[src/rtl/assert_macros.svh]
// Assertion macros shared by the RTL files.
`ifndef ASSERT_MACROS_SVH
`define ASSERT_MACROS_SVH
`ifndef ASSERT_OFF
// Property must hold at every clock edge outside reset.
`define ASSERT_ALWAYS(label, clk, rst_n, prop) \
	label: assert property (@(posedge clk) disable iff (!rst_n) (prop)) \
		else $error("assertion failed");
// Expression must never be true outside reset.
`define ASSERT_NEVER(label, clk, rst_n, expr) \
	label: assert property (@(posedge clk) disable iff (!rst_n) !(expr)) \
		else $error("forbidden condition seen");
`else
`define ASSERT_ALWAYS(label, clk, rst_n, prop)
`define ASSERT_NEVER(label, clk, rst_n, expr)
`endif
`endif

[src/rtl/msfl_pkg.sv]
// Types and codes for the shared free-list stack block.
`default_nettype none
package msfl_pkg;

	localparam int SID_W  = 2;
	localparam int DATA_W = 32;

	localparam logic MODE_PUSH = 1'b0;
	localparam logic MODE_POP  = 1'b1;

	localparam logic [1:0] STAT_OK        = 2'd0;
	localparam logic [1:0] STAT_OVERFLOW  = 2'd1;
	localparam logic [1:0] STAT_UNDERFLOW = 2'd2;

	typedef struct packed {
		logic                     mode;
		logic [SID_W-1:0]         stack_id;
		logic signed [DATA_W-1:0] push_value;
	} cmd_t;

	typedef struct packed {
		logic signed [DATA_W-1:0] pop_value;
		logic [1:0]               status;
	} rsp_t;

	typedef enum logic [1:0] {
		ST_IDLE,
		ST_LINK,
		ST_UPD,
		ST_DONE
	} state_t;

endpackage
`default_nettype wire

[src/rtl/multi_stack_shared_free_list.sv]
// Top level: several LIFO stacks threaded through one shared slot store with a free list.
// Each word passes in order: top read at accept (IDLE), link/data read (LINK), write-back
// (UPD) and result load (DONE); errors skip write-back. A new word is accepted only after
// the result of the last one is loaded; a held result stalls the result load.
// Reset (arst_n low, async): all stacks empty, free list = slot 0..CAPACITY-1 in order,
// no clearing pass; slots never handed out read their link as index+1 via a fill count.
`default_nettype none
`include "assert_macros.svh"
module multi_stack_shared_free_list import msfl_pkg::*; #(
	parameter int NUM_STACKS = 4,
	parameter int CAPACITY   = 8
) (
	input  wire logic clk,
	input  wire logic arst_n,
	input  wire logic cmd_valid,
	output logic      cmd_ready,
	input  wire cmd_t cmd,
	output logic      rsp_valid,
	input  wire logic rsp_ready,
	output rsp_t      rsp
);

	localparam int SLOT_W    = $clog2(CAPACITY);
	localparam int LINK_W    = $clog2(CAPACITY + 1);
	localparam int STACK_W   = (NUM_STACKS > 1) ? $clog2(NUM_STACKS) : 1;
	localparam int SID_EXT_W = (STACK_W > SID_W) ? STACK_W + 1 : SID_W + 1;
	localparam logic [LINK_W-1:0] LINK_NULL = LINK_W'(CAPACITY);

	// storage
	logic [LINK_W-1:0] top_mem  [NUM_STACKS];
	logic [LINK_W-1:0] link_mem [CAPACITY];
	logic [DATA_W-1:0] data_mem [CAPACITY];
	logic [NUM_STACKS-1:0] top_vld_q;     // stack has been written at least once

	// control state
	state_t state_q, state_d;
	logic [LINK_W-1:0] free_head_q;
	logic [LINK_W-1:0] fresh_q;           // slots at or above this were never handed out

	// latched command
	logic              mode_q;
	logic [STACK_W-1:0] sid_q;
	logic              sid_ok_q;
	logic [DATA_W-1:0] value_q;

	// memory read results
	logic              top_hit_q;
	logic [LINK_W-1:0] top_rd_q;
	logic [SLOT_W-1:0] sel_slot_q;
	logic              fresh_hit_q;
	logic [LINK_W-1:0] link_rd_q;
	logic [DATA_W-1:0] data_rd_q;

	logic              rsp_valid_q;
	rsp_t              res_q, rsp_q;

	// comb
	logic               cmd_fire;
	logic [SID_EXT_W-1:0] sid_ext;
	logic [LINK_W-1:0]  top_eff;
	logic [LINK_W-1:0]  link_eff;
	logic [LINK_W-1:0]  sel_slot;
	logic [LINK_W-1:0]  chk_op;
	logic               chk_is_slot;
	logic [LINK_W-1:0]  next_link;
	logic               op_ok;
	logic               rsp_load;
	logic               upd_push, upd_pop;

	assign sid_ext  = SID_EXT_W'(cmd.stack_id);
	assign cmd_fire = cmd_valid && cmd_ready;

	assign top_eff  = top_hit_q ? top_rd_q : LINK_NULL;
	// a never-used slot still carries its reset link (index+1, last one null)
	assign link_eff = fresh_hit_q ? (LINK_W'(sel_slot_q) + LINK_W'(1)) : link_rd_q;
	assign sel_slot = (mode_q == MODE_PUSH) ? free_head_q : top_eff;

	// the one shared null check: slot candidate in LINK, fetched link in UPD
	assign chk_is_slot = chk_op < LINK_NULL;
	assign next_link   = chk_is_slot ? link_eff : LINK_NULL;
	assign op_ok       = sid_ok_q && chk_is_slot;

	// next state
	always_comb begin
		state_d = state_q;
		unique case (state_q)
			ST_IDLE: begin
				if (cmd_fire) state_d = ST_LINK;
			end
			ST_LINK: begin
				state_d = op_ok ? ST_UPD : ST_DONE;
			end
			ST_UPD: begin
				state_d = ST_DONE;
			end
			ST_DONE: begin
				if (rsp_load) state_d = ST_IDLE;
			end
			default: state_d = ST_IDLE;
		endcase
	end

	// outputs of the sequencer
	always_comb begin
		cmd_ready = 1'b0;
		chk_op    = sel_slot;
		rsp_load  = 1'b0;
		upd_push  = 1'b0;
		upd_pop   = 1'b0;
		unique case (state_q)
			ST_IDLE: begin
				cmd_ready = 1'b1;
			end
			ST_LINK: begin
				chk_op = sel_slot;
			end
			ST_UPD: begin
				chk_op   = link_eff;
				upd_push = (mode_q == MODE_PUSH);
				upd_pop  = (mode_q == MODE_POP);
			end
			ST_DONE: begin
				rsp_load = !rsp_valid_q || rsp_ready;
			end
			default: begin
				cmd_ready = 1'b0;
			end
		endcase
	end

	always_ff @(posedge clk or negedge arst_n) begin
		if (!arst_n) begin
			state_q     <= ST_IDLE;
			free_head_q <= '0;
			fresh_q     <= '0;
			top_vld_q   <= '0;
			rsp_valid_q <= 1'b0;
		end else begin
			state_q <= state_d;
			if (upd_push) begin
				free_head_q     <= next_link;
				top_vld_q[sid_q] <= 1'b1;
				if (fresh_hit_q) fresh_q <= fresh_q + LINK_W'(1);
			end
			if (upd_pop) free_head_q <= LINK_W'(sel_slot_q);
			if (rsp_load) rsp_valid_q <= 1'b1;
			else if (rsp_ready) rsp_valid_q <= 1'b0;
		end
	end

	// command latch and stack-top read
	always_ff @(posedge clk) begin
		if (cmd_fire) begin
			mode_q    <= cmd.mode;
			sid_q     <= sid_ext[STACK_W-1:0];
			sid_ok_q  <= sid_ext < SID_EXT_W'(NUM_STACKS);
			value_q   <= cmd.push_value;
			top_rd_q  <= top_mem[sid_ext[STACK_W-1:0]];
			top_hit_q <= (sid_ext < SID_EXT_W'(NUM_STACKS)) && top_vld_q[sid_ext[STACK_W-1:0]];
		end
	end

	// link/data read of the chosen slot, result formation
	always_ff @(posedge clk) begin
		if (state_q == ST_LINK) begin
			sel_slot_q  <= sel_slot[SLOT_W-1:0];
			fresh_hit_q <= sel_slot >= fresh_q;
			link_rd_q   <= link_mem[sel_slot[SLOT_W-1:0]];
			data_rd_q   <= data_mem[sel_slot[SLOT_W-1:0]];
			res_q.pop_value <= '0;
			res_q.status    <= (mode_q == MODE_PUSH) ? STAT_OVERFLOW : STAT_UNDERFLOW;
		end
		if (state_q == ST_UPD) begin
			res_q.status    <= STAT_OK;
			res_q.pop_value <= upd_pop ? data_rd_q : '0;
		end
		if (rsp_load) rsp_q <= res_q;
	end

	// memory write-back
	always_ff @(posedge clk) begin
		if (upd_push) begin
			link_mem[sel_slot_q] <= top_eff;
			data_mem[sel_slot_q] <= value_q;
			top_mem[sid_q]       <= LINK_W'(sel_slot_q);
		end
		if (upd_pop) begin
			link_mem[sel_slot_q] <= free_head_q;
			top_mem[sid_q]       <= next_link;
		end
	end

	assign rsp_valid = rsp_valid_q;
	assign rsp       = rsp_q;

	// fresh slots are consumed in order, so a free head in the fresh region is its start
	`ASSERT_ALWAYS(a_fresh_order, clk, arst_n,
		(free_head_q < LINK_NULL && free_head_q >= fresh_q) |-> free_head_q == fresh_q)
	`ASSERT_ALWAYS(a_fill_bound, clk, arst_n, fresh_q <= LINK_NULL)
	`ASSERT_ALWAYS(a_rsp_from_done, clk, arst_n,
		$rose(rsp_valid_q) |-> $past(state_q) == ST_DONE)
	`ASSERT_NEVER(a_no_write_on_error, clk, arst_n, (upd_push || upd_pop) && !sid_ok_q)

endmodule
`default_nettype wire
[config.mk]
export PLATFORM = sky130hd
export DESIGN_NAME = multi_stack_shared_free_list
export DESIGN_NICKNAME = d
export VERILOG_FILES = /design/src/rtl/msfl_pkg.sv /design/src/rtl/multi_stack_shared_free_list.sv
export VERILOG_INCLUDE_DIRS = /design/src /design/src/rtl
export SDC_FILE = /design/constraint.sdc
export NUM_CORES = 1
export LEC_CHECK = 0
export BUFFER_PORTS_ARGS = -buffer_cell sky130_fd_sc_hd__buf_2
export CAP_MARGIN = 10
export CORE_ASPECT_RATIO = 1.25
export CORE_MARGIN = 2
export CORE_UTILIZATION = 35
export DETAILED_ROUTE_END_ITERATION = 7
export GPL_TIMING_DRIVEN = 0
export PLACE_DENSITY = 0.46
export SETUP_SLACK_MARGIN = 0.3
export SYNTH_ARGS = -nofsm -noshare
export SYNTH_HDL_FRONTEND = slang
export SYNTH_SLANG_ARGS = --single-unit
export TNS_END_PERCENT = 1
[constraint.sdc]
create_clock -name clk -period 9.55 [get_ports clk]
set_input_delay 1.4325 -clock clk [delete_from_list [all_inputs] [get_ports clk]]
set_output_delay 1.4325 -clock clk [all_outputs]
set_load 0.01 [all_outputs]
### After elaboration in Yosys (flattened, before gate mapping)

Memories as Yosys holds them, arrays and structs flattened. A register that Yosys moved wholly into a read port is not among the register bits.
Cells that the tools add are included.

* register bits after elaboration: 124
* latch bits: 0
* RAM bits: 304
* ROM bits: 0
* input bits: 39
* memories kept: 3

* add/sub/neg operators: 2
* multipliers: 0
* div/mod/pow operators: 0
* order comparisons: 6
* eq/ne operators: 5
* shifts and indexed selects: 0
* muxes and demuxes: 31
* bitwise logic cells: 4
* reductions and logical operators: 12

Memory list
* data_mem: words 8, width 32, read ports 1, clocked after memory_dff 1, wr ports 1, line multi_stack_shared_free_list.sv:32 `logic [DATA_W-1:0] data_mem [CAPACITY];`
* link_mem: words 8, width 4, read ports 1, clocked after memory_dff 1, wr ports 1, line multi_stack_shared_free_list.sv:31 `logic [LINK_W-1:0] link_mem [CAPACITY];`
* top_mem: words 4, width 4, read ports 1, clocked after memory_dff 1, wr ports 1, line multi_stack_shared_free_list.sv:30 `logic [LINK_W-1:0] top_mem [NUM_STACKS];`

Operator list (number)
* 34-bit two-way mux: 2
* 4-bit two-way mux: 9
* 32-bit two-way mux: 1
* 1-bit two-way mux: 13
* 2-bit by 3-bit < comparator with 1-bit output, second input constant: 3
* 2-bit case mux with 4 select lines: 1
* 2-bit two-way mux: 3
* 2-bit nonzero test: 3
* 3-bit by 1-bit adder with 4-bit output, second input constant: 1
* 4-bit by 1-bit adder with 4-bit output, second input constant: 1
* 2-bit equality test, second input constant: 2
* 4-bit >= comparator: 1
* 1-bit logical AND: 4
* 4-bit < comparator, second input constant: 1
* 2-bit inequality test, second input constant: 2
* 4-bit bitwise OR: 1
* 2-bit AND reduction: 2
* 1-bit binary-select mux with 2-bit select: 1
* 1-bit demux with 2-bit select: 1
* 2-bit by 1-bit equality test with 1-bit output, second input constant: 1
* 2-bit by 1-bit >= comparator with 1-bit output, second input constant: 1
* 2-bit logical NOT: 1
* 1-bit bitwise OR: 2
* 1-bit logical NOT: 1
* other kinds (2): 2

### Longest topological paths before layout

* depth in word-level cells: 7
* depth in mapped cells: 10

### Worst setup path after synthesis

OpenSTA, ideal clock, no wires.

* path type: register -> register
* from: register state_q[0]
* to: memory data_mem[0][0] (enable)
* setup time: 0.501 ns
* arrival: 4.190 ns
* data required time: 9.049 ns
* setup slack: 4.858 ns
* cell stages (with the launch flop): 6
* buffers on the path: 1
* clock period less this slack: 4.692 ns
* cells stage by stage: dfrtp_1 inv_1 ha_1 clkbuf_1 nand2_1 nor4_1

* longest elaborated chain between the ends: 4

Ends and longest elaborated chain
* start: declaration: line multi_stack_shared_free_list.sv:36 `state_t state_q, state_d;`
* start signal: assignment: line multi_stack_shared_free_list.sv:139 `state_q <= state_d;`
* 2-bit equality test: line multi_stack_shared_free_list.sv:110 `unique case (state_q)`
* 1-bit two-way mux: line multi_stack_shared_free_list.sv:110
* 1-bit two-way mux: line multi_stack_shared_free_list.sv:182 `if (upd_push) begin`
* 1-bit two-way mux (not written as such): line multi_stack_shared_free_list.sv:184 `data_mem[sel_slot_q] <= value_q;`
* end: declaration: line multi_stack_shared_free_list.sv:32

Every way passes these cells.

### Worst setup path after layout

* from: register state_q[0]
* to: memory data_mem[6][13] (enable)

The elaborated chain is that of the path after synthesis.

==> flow_summary.json <==
{
  "grt_pass1_wl_um": 70700,
  "area_delta_synth_final_pct": 16.6,
  "mostFrequentLayoutCell": "edfxtp_1",
  "synth_top_flop_cell": "edfxtp_1",
  "path_class": "reg -> reg",
  "maxCapViolations": 0,
  "tns_ps": 0,
  "die-area_um2": 54600,
  "core-area_um2": 52300,
  "place_congestion": 0.794,
  "drt_iter0_markers": 798,
  "die_h_um": 261,
  "cts.repair.resized": 0,
  "async_reset_ff_share_pct": 3.21,
  "synth-edff-count": 450,
  "h-tree-depth": 2,
  "synth_area_um2": 18400,
  "io_buffers": 74,
  "hold_ws_ps": 417,
  "drv_slew": 0,
  "cp_slowest_cell": "nor3_2",
  "fmax_mhz": 292,
  "hpwl_um": 32800,
  "totalWireLength_um": 47300,
  "track_usage_pct": 17.6,
  "antenna_found_initial": 0,
  "hold_path_class": "reg -> reg",
  "vias": 10500,
  "cts_buffer_depth": 3,
  "drive_above_1_share_pct": 17.2,
  "p_leak_nw": 7.50,
  "cts_tree": "built",
  "ios": 75,
  "layout_common_cells": "edfxtp_1 (450), and3_1 (141), buf_2 (106)",
  "min_period_over_period_pct": 35.9,
  "dieWidth_um": 209,
  "ir_drop_mv": 0.139,
  "cts_buffers": 47,
  "ant_nets": 0,
  "slew_headroom_pct": 22.5,
  "ys_ff_latch": 467,
  "drc": 0,
  "crit_buf_inv": 6,
  "fin_skew_ps": 14.4,
  "rsz0062_at_grt": "false",
  "finalHoldViolations": 0,
  "cts_setup_buffers": 0,
  "tightest_slew_ps": 1160,
  "p_per_area_nw_per_um2": 292,
  "syn-num-nets": 1229,
  "synth_seq_area_share_pct": 75.5,
  "endpoint_kind": "flip-flop",
  "nNetsFinal": 1377,
  "critPathRequiredTime_ps": 9830,
  "status": "completed",
  "dp.cells": 1950,
  "start_util_pct": 35.2,
  "wl_per_cell_um": 23.3,
  "setup_viol": 0,
  "worstPathMaxFanout": 10,
  "critical_path_arrival_ps": 3710,
  "synth_cells": 1180,
  "netlist-cell-type-count": 56,
  "gr-total-overflow": 0,
  "worstSkewPairLatency_ps": 580,
  "critPathLaunchType": "flip-flop",
  "dr.pass1.iters": 5,
  "avgSynthCellArea_um2": 15.6,
  "cts_sinks": 467,
  "antenna_cells": 0,
  "cpMostUsedCell": "buf_6",
  "cpPeakStageDelay_ps": 710,
  "instances_no_fill": 2029,
  "final.min_clock_period_ps": 3430,
  "grt_pass1_vias": 10900,
  "route.detailed.vias_per_inst": 5.17,
  "yosysWarnings": 0,
  "clkTransAtPathRegs_ps": 60,
  "cts-root-buf": "clkbuf_16",
  "critical_path.cell_chain": "inv_1 -> ha_1 -> clkbuf_1 -> nand2_1 -> nor3_2 -> buf_6 -> buf_8 -> buf_6 -> buf_6",
  "ctsHoldBuffers": 0,
  "critPathTopFamily": "buffers and inverters",
  "placementRows": 94,
  "grt_max_degree": 35
}
[cells in the mapped netlist (4+ instances only)]
library cell    n  area [um^2]
buf_6           8         90.1
edfxtp_1      450        13500
dfrtp_1        15          375
o21ai_0         9         45.0
o32ai_1        36          315
clkbuf_1       49          184
mux4_2          5          113
nand3_1         4         20.0
buf_4           6         45.0
xnor2_1         4         35.0
ha_1           10          125
a311oi_1       36          315
a21boi_0       36          270
nor3_1          8         40.0
buf_2          31          155
nand4_1        37          231
a211oi_1       38          285
nand2b_1        5         31.3
o221ai_1       35          307
inv_1          47          176
nand2_1        98          368
and3_1        141          882
nor2b_1         7         43.8
nor2_1         21         78.8
a21oi_1         4         20.0
[final timing paths]
path	startpoint	end	slack, ps	cells after the start
max reg2reg	state_q[0]	data_mem[6][13]	6120	9
max in group asynchronous	arst_n	free_head_q[3]	8470	1
min	res_q[12]	rsp[12]	420	0
min reg2reg	res_q[12]	rsp[12]	420	0
max	state_q[0]	data_mem[6][13]	6120	9
min in group asynchronous	arst_n	fresh_q[0]	780	1
[report_power, final]
part           internal (W)  total (W)  switching (W)  leakage (nW)
clock               0.00104    0.00179       0.000752         0.705
sequential          0.00280    0.00296       0.000167          4.32
combinational      0.000493    0.00152        0.00102          2.47
total               0.00433    0.00627        0.00194          7.50
[stage by stage]
| step | setup WS (ps) | power [W] | cell area [um^2] | util [%] |
|---|---|---|---|---|
| global route | 5900 | 0.00658 | 21500 | 41.1 |
| global placement | 850 | 0.00448 | 19700 | 37.6 |
| floorplan | 4860 | 0.00385 | 18400 | - |
| CTS | 6040 | 0.00636 | 21500 | 41.1 |
| finish | 6120 | 0.00627 | 21500 | 41.1 |
| detailed placement | 6070 | 0.00455 | 20000 | 38.3 |
[cells by family (layout without fill, tap and decap cells)]
| family | count (synthesis) | in the layout | share of synthesized area (%) |
|---|---|---|---|
| buf+inv | 143 | 320 | 3.58 |
| simple gates | 333 | 333 | 9.79 |
| compound gates | 213 | 213 | 9.35 |
| fa+ha+maj | 10 | 10 | 0.678 |
| xor+xnor | 4 | 4 | 0.190 |
| mux | 10 | 10 | 0.895 |
| flops | 467 | 467 | 75.5 |
[flip-flops by register name, summed over array words and instances (netlist names), 2 cells and up]
register / flops
link_rd_q: 4
state_q: 2
sel_slot_q: 3
top_rd_q: 4
free_head_q: 4
top_mem: 16
res_q: 34
rsp: 34
data_mem: 256
value_q: 32
fresh_q: 4
data_rd_q: 32
link_mem: 32
top_vld_q: 4
sid_q: 2
[routing by layer]
layer	GRT usage [%]	part of all wire, %
met1	23.3	44
met2	29.9	49
met3	2.70	4.5
met4	5.63	2.8
met5	0	0
[area by class of cell]
type                    count  area [um^2]
clock buffers              59         1260
well taps                 672          841
repair buffers             99          702
multi-input cells         570         3920
flip-flops and latches    467        13900
plain buffers              94          474
clock inverters            19          190
fillers                  4761        30800
inverters                  49          185
(Power assumes the default switching activity.)
